<file path="src/rtl/core/bcc_pkg.sv">
`default_nettype none
package bcc_pkg;

  localparam int unsigned CFG_ADDR_W = 5;
  localparam int unsigned CFG_DATA_W = 32;
  localparam int unsigned TIME_W     = 32;
  localparam int unsigned CFG_MS_W   = 16;

  localparam logic [CFG_MS_W-1:0] DEBOUNCE_MS_RST      = 16'd50;
  localparam logic [CFG_MS_W-1:0] MIN_CLICK_MS_RST     = 16'd45;
  localparam logic [CFG_MS_W-1:0] LONG_PRESS_MS_RST    = 16'd800;
  localparam logic [CFG_MS_W-1:0] DOUBLE_WINDOW_MS_RST = 16'd350;
  localparam logic [CFG_MS_W-1:0] BOOT_IGNORE_MS_RST   = 16'd3000;
  localparam logic                SINGLE_CLICK_EN_RST  = 1'b1;

  typedef enum logic [1:0] {
    ACT_NONE   = 2'd0,
    ACT_LONG   = 2'd1,
    ACT_SINGLE = 2'd2,
    ACT_DOUBLE = 2'd3
  } action_t;

  typedef enum logic [2:0] {
    REG_DEBOUNCE      = 3'd0,
    REG_MIN_CLICK     = 3'd1,
    REG_LONG_PRESS    = 3'd2,
    REG_DOUBLE_WINDOW = 3'd3,
    REG_BOOT_IGNORE   = 3'd4,
    REG_SINGLE_EN     = 3'd5
  } reg_idx_t;

  localparam logic [1:0] CLICK_MAX = 2'd3;

  typedef struct packed {
    logic [CFG_MS_W-1:0] debounce_time;
    logic [CFG_MS_W-1:0] min_click_time;
    logic [CFG_MS_W-1:0] long_press_time;
    logic [CFG_MS_W-1:0] double_window_ms;
    logic [CFG_MS_W-1:0] boot_ignore_time;
    logic                single_click_enable;
  } cfg_t;

  typedef struct packed {
    logic              raw_level;
    logic [TIME_W-1:0] raw_change_time;
    logic              debounced_level;
    logic [TIME_W-1:0] press_start_time;
    logic [TIME_W-1:0] release_time;
    logic [1:0]        click_count;
  } state_t;

  localparam cfg_t CFG_RST = '{
    debounce_time:       DEBOUNCE_MS_RST,
    min_click_time:      MIN_CLICK_MS_RST,
    long_press_time:     LONG_PRESS_MS_RST,
    double_window_ms:    DOUBLE_WINDOW_MS_RST,
    boot_ignore_time:    BOOT_IGNORE_MS_RST,
    single_click_enable: SINGLE_CLICK_EN_RST
  };

  localparam state_t STATE_RST = '0;

endpackage
`default_nettype wire

</file>
<file path="src/rtl/core/bcc_if.sv">
`default_nettype none
interface bcc_in_if;
  logic        valid;
  logic        ready;
  logic        button_down;
  logic [31:0] now_ms;

  modport source (output valid, output button_down, output now_ms, input ready);
  modport sink   (input valid, input button_down, input now_ms, output ready);
endinterface

interface bcc_out_if;
  logic       valid;
  logic       ready;
  logic       stable_down;
  logic [1:0] action;

  modport source (output valid, output stable_down, output action, input ready);
  modport sink   (input valid, input stable_down, input action, output ready);
endinterface
`default_nettype wire

</file>
<file path="src/rtl/core/bcc_regs.sv">
`default_nettype none
module bcc_regs import bcc_pkg::*; (
  input  logic                  clk,
  input  logic                  rst_n,
  input  logic                  psel,
  input  logic                  penable,
  input  logic                  pwrite,
  input  logic [CFG_ADDR_W-1:0] paddr,
  input  logic [CFG_DATA_W-1:0] pwdata,
  output logic [CFG_DATA_W-1:0] prdata,
  output logic                  pready,
  output cfg_t                  cfg
);

  cfg_t     cfg_r;
  reg_idx_t idx;
  logic     wr_en;

  assign pready = 1'b1;
  assign idx    = reg_idx_t'(paddr[CFG_ADDR_W-1:2]);
  assign wr_en  = psel && penable && pwrite && pready;
  assign cfg    = cfg_r;

  always_ff @(posedge clk) begin
    if (!rst_n) begin
      cfg_r <= CFG_RST;
    end else if (wr_en) begin
      unique case (idx)
        REG_DEBOUNCE:      cfg_r.debounce_time       <= pwdata[CFG_MS_W-1:0];
        REG_MIN_CLICK:     cfg_r.min_click_time      <= pwdata[CFG_MS_W-1:0];
        REG_LONG_PRESS:    cfg_r.long_press_time     <= pwdata[CFG_MS_W-1:0];
        REG_DOUBLE_WINDOW: cfg_r.double_window_ms    <= pwdata[CFG_MS_W-1:0];
        REG_BOOT_IGNORE:   cfg_r.boot_ignore_time    <= pwdata[CFG_MS_W-1:0];
        REG_SINGLE_EN:     cfg_r.single_click_enable <= pwdata[0];
        default: ;
      endcase
    end
  end

  always_comb begin
    prdata = '0;
    unique case (idx)
      REG_DEBOUNCE:      prdata = {16'd0, cfg_r.debounce_time};
      REG_MIN_CLICK:     prdata = {16'd0, cfg_r.min_click_time};
      REG_LONG_PRESS:    prdata = {16'd0, cfg_r.long_press_time};
      REG_DOUBLE_WINDOW: prdata = {16'd0, cfg_r.double_window_ms};
      REG_BOOT_IGNORE:   prdata = {16'd0, cfg_r.boot_ignore_time};
      REG_SINGLE_EN:     prdata = {31'd0, cfg_r.single_click_enable};
      default:           prdata = '0;
    endcase
  end

endmodule
`default_nettype wire

</file>
<file path="src/rtl/core/bcc_step.sv">
`default_nettype none
module bcc_step import bcc_pkg::*; (
  input  cfg_t              cfg,
  input  state_t            st,
  input  logic              down,
  input  logic [TIME_W-1:0] now,
  output state_t            st_nxt,
  output logic              stable_down,
  output action_t           action
);

  logic [TIME_W-1:0] rct_nxt;
  logic [TIME_W-1:0] since_raw;
  logic [TIME_W-1:0] held;
  logic [TIME_W-1:0] since_rel;
  logic              deb_fire;
  logic              in_boot;
  logic              counted;

  assign rct_nxt   = (down != st.raw_level) ? now : st.raw_change_time;
  assign since_raw = now - rct_nxt;
  assign held      = now - st.press_start_time;
  assign since_rel = now - st.release_time;
  assign deb_fire  = (since_raw >= {16'd0, cfg.debounce_time}) &&
                     (st.debounced_level != down);
  assign in_boot   = now < {16'd0, cfg.boot_ignore_time};

  always_comb begin
    st_nxt                 = st;
    st_nxt.raw_level       = down;
    st_nxt.raw_change_time = rct_nxt;
    action                 = ACT_NONE;
    counted                = 1'b0;

    if (deb_fire) begin
      st_nxt.debounced_level = down;
      if (in_boot) begin
        st_nxt.click_count = '0;
      end else if (down) begin
        st_nxt.press_start_time = now;
      end else if (held < {16'd0, cfg.min_click_time}) begin
        // bounce, nothing to do
      end else if (held >= {16'd0, cfg.long_press_time}) begin
        st_nxt.click_count = '0;
        action             = ACT_LONG;
      end else begin
        if (st.click_count != CLICK_MAX) st_nxt.click_count = st.click_count + 2'd1;
        st_nxt.release_time = now;
        counted             = 1'b1;
      end
    end

    // a click counted on this sample has a zero-length gap, so the window is still open
    if ((st_nxt.click_count != 2'd0) && !counted &&
        (since_rel > {16'd0, cfg.double_window_ms})) begin
      if (st_nxt.click_count >= 2'd2) action = ACT_DOUBLE;
      else if (cfg.single_click_enable) action = ACT_SINGLE;
      st_nxt.click_count = '0;
    end
  end

  assign stable_down = st_nxt.debounced_level;

endmodule
`default_nettype wire

</file>
<file path="src/rtl/core/button_click_classifier_core.sv">
// Channel  Dir  Payload                       Handshake
// in_ch    in   button_down[0], now_ms[31:0]  valid/ready
// out_ch   out  stable_down[0], action[1:0]   valid/ready
// cfg      in   APB, paddr[4:0], 32b data     psel/penable, pready tied high
//
// One sample per clock sustained while out_ch is ready; a result reaches out_ch through
// the input register, then classify logic into the result register.
// Button state updates as a sample moves into the result register.
// rst_n is synchronous: clears both valid flags, button state and registers.
// A stalled out_ch holds the result; in_ch keeps accepting while the input
// register is empty or moving forward.
`default_nettype none
module button_click_classifier_core import bcc_pkg::*; (
  input  logic                  clk,
  input  logic                  rst_n,
  bcc_in_if.sink                in_ch,
  bcc_out_if.source             out_ch,
  input  logic                  psel,
  input  logic                  penable,
  input  logic                  pwrite,
  input  logic [CFG_ADDR_W-1:0] paddr,
  input  logic [CFG_DATA_W-1:0] pwdata,
  output logic [CFG_DATA_W-1:0] prdata,
  output logic                  pready
);

  cfg_t              cfg;
  state_t            state_r;
  state_t            state_nxt;
  logic              in_valid_r;
  logic              in_down_r;
  logic [TIME_W-1:0] in_now_r;
  logic              out_valid_r;
  logic              out_down_r;
  action_t           out_action_r;
  logic              out_down_nxt;
  action_t           out_action_nxt;
  logic              adv;

  bcc_regs u_regs (
    .clk     (clk),
    .rst_n   (rst_n),
    .psel    (psel),
    .penable (penable),
    .pwrite  (pwrite),
    .paddr   (paddr),
    .pwdata  (pwdata),
    .prdata  (prdata),
    .pready  (pready),
    .cfg     (cfg)
  );

  bcc_step u_step (
    .cfg         (cfg),
    .st          (state_r),
    .down        (in_down_r),
    .now         (in_now_r),
    .st_nxt      (state_nxt),
    .stable_down (out_down_nxt),
    .action      (out_action_nxt)
  );

  assign adv         = in_valid_r && (!out_valid_r || out_ch.ready);
  assign in_ch.ready = !in_valid_r || adv;

  always_ff @(posedge clk) begin
    if (!rst_n) begin
      in_valid_r  <= 1'b0;
      out_valid_r <= 1'b0;
      state_r     <= STATE_RST;
    end else begin
      if (in_ch.ready) in_valid_r <= in_ch.valid;
      if (adv) begin
        state_r     <= state_nxt;
        out_valid_r <= 1'b1;
      end else if (out_ch.ready) begin
        out_valid_r <= 1'b0;
      end
    end
  end

  always_ff @(posedge clk) begin
    if (in_ch.valid && in_ch.ready) begin
      in_down_r <= in_ch.button_down;
      in_now_r  <= in_ch.now_ms;
    end
    if (adv) begin
      out_down_r   <= out_down_nxt;
      out_action_r <= out_action_nxt;
    end
  end

  assign out_ch.valid       = out_valid_r;
  assign out_ch.stable_down = out_down_r;
  assign out_ch.action      = out_action_r;

endmodule
`default_nettype wire

</file>
<file path="src/flat_wrapper.sv">
// flat-port wrapper written by rule: the top's interface ports become plain ports
module button_click_classifier_core_flat import bcc_pkg::*;
  (clk, rst_n, psel, penable, pwrite, paddr, pwdata, prdata, pready, in_ch_valid, in_ch_button_down, in_ch_now_ms, in_ch_ready, out_ch_valid, out_ch_stable_down, out_ch_action, out_ch_ready);
  bcc_in_if in_ch_i ();
  bcc_out_if out_ch_i ();
  input  logic clk;
  input  logic rst_n;
  input  logic psel;
  input  logic penable;
  input  logic pwrite;
  input  logic [CFG_ADDR_W-1:0] paddr;
  input  logic [CFG_DATA_W-1:0] pwdata;
  output logic [CFG_DATA_W-1:0] prdata;
  output logic pready;
  input wire logic [$bits(in_ch_i.valid)-1:0] in_ch_valid;
  input wire logic [$bits(in_ch_i.button_down)-1:0] in_ch_button_down;
  input wire logic [$bits(in_ch_i.now_ms)-1:0] in_ch_now_ms;
  output wire logic [$bits(in_ch_i.ready)-1:0] in_ch_ready;
  output wire logic [$bits(out_ch_i.valid)-1:0] out_ch_valid;
  output wire logic [$bits(out_ch_i.stable_down)-1:0] out_ch_stable_down;
  output wire logic [$bits(out_ch_i.action)-1:0] out_ch_action;
  input wire logic [$bits(out_ch_i.ready)-1:0] out_ch_ready;
  assign in_ch_i.valid = in_ch_valid;
  assign in_ch_i.button_down = in_ch_button_down;
  assign in_ch_i.now_ms = in_ch_now_ms;
  assign in_ch_ready = in_ch_i.ready;
  assign out_ch_valid = out_ch_i.valid;
  assign out_ch_stable_down = out_ch_i.stable_down;
  assign out_ch_action = out_ch_i.action;
  assign out_ch_i.ready = out_ch_ready;
  button_click_classifier_core u_core (.clk(clk), .rst_n(rst_n), .in_ch(in_ch_i), .out_ch(out_ch_i), .psel(psel), .penable(penable), .pwrite(pwrite), .paddr(paddr), .pwdata(pwdata), .prdata(prdata), .pready(pready));
endmodule
</file>
<file path="config.mk">
export PLATFORM = sky130hd
export DESIGN_NAME = button_click_classifier_core_flat
export DESIGN_NICKNAME = d
export VERILOG_FILES = /design/src/rtl/core/bcc_pkg.sv /design/src/rtl/core/bcc_if.sv /design/src/rtl/core/bcc_regs.sv /design/src/rtl/core/bcc_step.sv /design/src/rtl/core/button_click_classifier_core.sv /design/src/flat_wrapper.sv
export SDC_FILE = /design/constraint.sdc
export NUM_CORES = 1
export LEC_CHECK = 0
export BUFFER_PORTS_ARGS = -buffer_cell sky130_fd_sc_hd__buf_2
export CAP_MARGIN = 0
export CORE_MARGIN = 3
export CORE_UTILIZATION = 50
export DETAILED_ROUTE_END_ITERATION = 10
export GPL_TIMING_DRIVEN = 0
export PLACE_DENSITY = 0.76
export SLEW_MARGIN = 20
export SYNTH_ARGS = -nofsm -noshare
export SYNTH_HDL_FRONTEND = slang
export SYNTH_HIERARCHICAL = 1
export SYNTH_SLANG_ARGS = --single-unit
</file>
<file path="constraint.sdc">
create_clock -name clk -period 6.2 [get_ports clk]
set_input_delay 0.31 -clock clk [delete_from_list [all_inputs] [get_ports clk]]
set_output_delay 0.31 -clock clk [all_outputs]
set_load 0.05 [all_outputs]
</file>
Word level (Yosys, flattened, before mapping):

Cells that the tools add are included.

* bits in registers: 219
* input port bits: 77
* output and inout bits: 38
* logic and storage cells: 90

* add/sub/neg operators: 4
* magnitude comparators: 6
* equal/unequal tests: 8
* multiplexer cells: 27
* bitwise gates (word level): 4
* reduce and logical (&&, ||, !) cells: 23

Operators with widths (number)
* 32-bit two-way mux: 3
* 16-bit case mux with 6 select lines: 1
* 32-bit subtractor: 3
* 34-bit two-way mux: 2
* 67-bit two-way mux: 1
* 32-bit by 16-bit greater-or-equal comparator with 1-bit output: 2
* 32-bit by 16-bit less-than comparator with 1-bit output: 2
* 64-bit two-way mux: 1
* 32-bit by 16-bit > comparator with 1-bit output: 1
* 2-bit two-way mux: 7
* 1-bit two-way mux: 12
* 2-bit AND reduction: 6
* 1-bit logical AND: 7
* 3-bit by 2-bit == test with 1-bit output (second input constant): 2
* 3-bit == test (second input constant): 2
* 6-bit AND reduction: 1
* 1-bit inverter: 4
* 4-bit AND reduction: 1
* 2-bit nonzero test: 2
* 3-bit by 1-bit == test with 1-bit output (second input constant): 1
* 1-bit logical NOT: 3
* 3-bit logical NOT: 1
* 2-bit by 1-bit adder with 2-bit output (second input constant): 1
* 2-bit greater-or-equal comparator (second input constant): 1
* 3 further kinds: 5

Depth between registers and ports, before layout:

* depth after elaboration: 11
* mapped depth: 30
* gate-level depth less buffers: 26

By module:

Netlist, hierarchy kept.

Modules (own cells, without submodules)
* bcc_step: instances 1, cells an instance 1439, area an instance 9721.8 µm², seq. area each 0.0 µm²
* button_click_classifier_core: instances 1, cells an instance 478, area an instance 5183.7 µm², seq. area each 3123.0 µm²
* bcc_regs: instances 1, cells an instance 425, area an instance 3988.8 µm², seq. area each 1621.6 µm²

Worst setup path after synthesis:

Ideal clock, no wire load.

* path kind: register to register
* start point: register u_core.in_down_r
* end point: register u_core/state_r[10] in the netlist's numbering
* setup time: 0.119 ns
* arrival time: 5.774 ns
* required time: 6.081 ns
* path slack: 0.307 ns
* cell stages (with the launch flop): 29
* path buffers: 5
* period minus slack after synthesis: 5.893 ns
* cells stage by stage: edfxtp_1 > xor2_1 > buf_2 > buf_1 > nand2_1 > and2_1 > ha_1 > clkbuf_1 > nand3_1 > or4_1 > and2_4 > o31ai_4 > a21o_1 > a21oi_1 > xnor2_1 > ha_1 > nand4_1 > a211o_1 > nor4b_1 > o211ai_1 > and4b_1 > o2111ai_4 > nand2b_2 > or4_1 > buf_4 > buf_6 > mux2_4 > nand2_1 > mux2i_1

* longest elaborated chain between the ends: 6
* elaborated cells between the ends (all ways): 8
* classes of those cells: add/sub (1); order compare (1); eq/ne (2); mux (1); bitwise (1); reduce/logical (2)

RTL lines
* start, declared: line button_click_classifier_core.sv:31 `logic in_down_r;`
* start signal, assigned: line button_click_classifier_core.sv:84 `in_down_r <= in_ch.button_down;`
* 1-bit inequality test: line bcc_step.sv:20 `assign rct_nxt = (down != st.raw_level) ? now : st.raw_change_time;`
* 32-bit two-way mux: line bcc_step.sv:20
* 32-bit subtractor: line bcc_step.sv:21 `assign since_raw = now - rct_nxt;`
* 32-bit by 16-bit greater-or-equal comparator with 1-bit output: line bcc_step.sv:24 `assign deb_fire = (since_raw >= {16'd0, cfg.debounce_time}) &&`
* 1-bit logical AND: line bcc_step.sv:24
* 6-bit AND reduction (no line) (*)
* end signal, assigned: line button_click_classifier_core.sv:74 `state_r <= state_nxt;`
* end, declared: line button_click_classifier_core.sv:28 `state_t state_r;`

Every way passes the cells marked *; elsewhere a longest branch is shown, timed or not.
A chain may end at the register's enable or synchronous reset.

==> flow_summary.yaml <==
logic_synthesis:
  synth_area_per_cell_sq_um: 8.07
  syn_area_sq_um: 18900
  ys_seq_elements: 219
  ys.flop_type: "dfxtp_1"
  yosysTopAreaCellShare_pct: 19.4
  synth.most_common_cell: "nand2_1"
  synthCells: 2342
  seq_area_frac_synth_pct: 25.1
  synth_edf_count: 36
  synthTopCellsByArea: "dfxtp_1 19%, ha_1 11%, mux2i_1 11%, nand2_1 8.5%, edfxtp_1 5.7%"
  async_reset_ff_share_pct: 0
  yosysWarnings: 6
  synthDistinctLibCells: 92
  yosys.area.top_type: "dfxtp_1"
  netlist_top_cells_count: "426 x nand2_1, 208 x mux2i_1, 200 x inv_1"
power_and_ir_drop:
  p_int_mw: 2.84
  combPwrFrac_pct: 31.5
  p_per_area_nw_per_um2: 204
  leakage_nw: 8.95
  power_switching_mw: 1.56
  p_total_mw: 4.39
  vdd_drop_max_mv: 0.225
  switching_share_pct: 35.5
  seq_power_share_pct: 35.1
  clock_power_share_pct: 33.3
clock_network:
  numCtsBuffers: 24
  clk_pin_slew_ns: 0.07
  clk_path_buf_depth: 3
  htreeDepth: 1
  root_buffer: "clkbuf_16"
  clkLatencyLatePin_ns: 0.56
  clkSinkCount: 219
  tritoncts: "yes"
layout:
  drive_above_1_share_pct: 12.1
  final_util_pct: 58.3
  syn2layout_area_growth_pct: 14.1
  fin_nets: 2761
  n_antenna_cell: 0
worst_setup_path:
  reg2reg_from: "u_core/in_down_r"
  crit_slowest_cell: "or4_1"
  cp-end-kind: "register"
  cp.arrival_ns: 6.44
  worstPathRequired_ns: 6.62
  crit_path_max_incr_delay_ns: 0.54
  cp_max_fo: 10
  crit_path_start_kind: "register"
  path_class: "reg2reg"
  reg2reg_depth: 30
  regToRegSetupSlack_ns: 0.18
  r2r-end: "u_core/state_r[26]"
global_routing:
  grt_antenna_before_repair: 0
  gr-usage-all-layers_pct: 28.7
  grt_pass1_vias: 17591
  grt-ovfl-total: 0
  grt_pass1_wl_mm: 94.1
  grt_max_degree: 32
timing:
  fin_crit_sh_pct: 97.1
  fmax_mhz: 166
  hold_viol_final: 0
  rsz0062_at_grt: "yes"
  fin_skew_ns: 0.0229
  finalSetupViolCount: 0
  tightest_slew_ns: 0.857
  slew_violations: 0
  fin_crit_ns: 6.02
  slew-limit-headroom_pct: 42.4
die:
  dieArea_sq_um: 40200
  pin_count: 115
  die_w_um: 200
  coreArea_sq_um: 37000
  fp-row-count: 70
  die_height_um: 200
  initial_core_util_pct: 51.1
worst_hold_path:
  holdPathStages: 3
  hold_end: "u_core/u_regs/cfg[12]"
  hold_path.class: "in2reg"
  hp-start: "pwdata[11]"
place:
  dpl.hpwl_mm: 46.4
  io_buffer_count: 78
  gp_congestion: 0.950
job:
  cap_violations: 0
detailed_routing:
  drc: 0
  wirelength_mm: 60.9
  route.vias.total: 18065
  firstDrtPassIters: 6
  antenna_left: 0
  wl_per_cell_um: 20.1
  drt_iter0_drc: 1446
  routed_via_density: 5.95
outcome:
  status: "completed"
==> worst max-delay path: cells and delay by family, from the launching register on <==
family / cells / cell delay (ns)
and+or+nand+nor: 10 / 1.68
AOI/OAI and AO/OA: 8 / 1.59
buffers and inverters: 6 / 0.84
adders and majority gates: 2 / 0.65
muxes: 2 / 0.39
DFF: 1 / 0.37
xor gates and xnor gates: 2 / 0.35
==> power groups by stage <==
| stage | sequential, mW | clock (mW) | combinational, mW |
|---|---|---|---|
| floorplan | 1.55 | 0 | 0.943 |
| global placement | 1.57 | 0 | 1.24 |
| detailed placement | 1.57 | 0 | 1.27 |
| CTS | 1.54 | 1.48 | 1.31 |
| global route | 1.55 | 1.54 | 1.51 |
| finish | 1.54 | 1.47 | 1.39 |
==> per-stage QoR <==
step           worst slack (ns)  std cells  TNS (ns)  hold WS (ns)  instance area [sq um]
5_1_grt                 -0.0935       3034     -1.96        0.0385                  21600
4_1_cts                  0.0137       3020         0        0.0208                  21300
6_report                  0.179       3034         0        0.0426                  21600
2_1_floorplan             0.307       2357         0         0.409                  19000
3_5_place_dp              -1.32       2940    -75.21         0.449                  20000
3_3_place_gp              -1.20       2939    -67.24         0.442                  20000
==> cells by family after synthesis <==
family          share of synthesized area (%)
compound gates                           17.1
simple gates                             20.0
buf+inv                                  8.04
other cells                            0.0397
xor+xnor                                 2.74
fa+ha+maj                                11.6
flops                                    25.1
mux                                      15.4
==> state kept, by name, indices dropped and copies added, names as in the netlist <==
| signal | flops |
|---|---|
| u_core/u_regs/cfg | 81 |
| u_core/state_r | 100 |
| u_core/in_valid_r | 1 |
| u_core/in_now_r | 32 |
| u_core/in_down_r | 1 |
| u_core/out_ch.valid | 1 |
| u_core/out_ch.stable_down | 1 |
| u_core/out_ch.action | 2 |
==> routing by layer <==
layer	part of all wire, %	global-route usage (%)	up-vias	routed length, um
met1	41	37.1	8633	25300
met5	0	0	-	0
met3	7.8	4.57	137	4770
li1	-	-	8556	-
met2	47	48.0	739	28500
met4	4.0	11.9	0	2420
==> area by class of cell <==
type                            count  area [sq um]
Buffer                            122           807
Clock buffer                       26           651
Clock inverter                     18           141
Fill cell                        3358         15400
Inverter                          200           751
Multi-Input combinational cell   1812         12900
Sequential cell                   219          4750
Tap cell                          504           631
Timing Repair Buffer              133           905
==> how the worst max path moves through the flow <==
stage | startpoint | end | slack, ns | cells after the start
after floorplan | u_core/in_down_r | u_core/state_r[10] | 0.31 | 28
after global placement | u_core/in_down_r | u_core/state_r[51] | -1.20 | 28
after detailed placement | u_core/in_down_r | u_core/state_r[49] | -1.32 | 28
after CTS | u_core/in_down_r | u_core/state_r[26] | 0.01 | 29
after global routing | u_core/in_down_r | u_core/state_r[44] | -0.09 | 29
final | u_core/in_down_r | u_core/state_r[26] | 0.18 | 30
==> cell usage in the layout, fill, tap and decap left out, drive strengths merged, types with 15 or more instances in the layout <==
cell and n:
and2 32, edfxtp 36, a21o 38, nand2b 25
dfxtp 183, buf 163, xnor2 38, nand3 34
ha 169, a211oi 25, clkbuf 84, conb 17
nor4 15, xor2 19, mux2i 208, nor2 98
nand4 30, nor2b 52, inv 206, o21a 44
o211ai 21, nand2 428, dlygate4sd3 34, mux2 65
nor3 22, a21oi 129, o21ai 94
==> timing repair <==
item                                    4_1_cts  5_1_grt
hold buffers                                 34        0
buffers inserted                              6       14
gates cloned                                  0        0
gates resized for setup                      32       39
endpoints found under the setup margin       70       68
pin swaps                                     4       12
endpoints found under the hold margin        34        0
No activity file was read; power rests on OpenSTA's default activity.
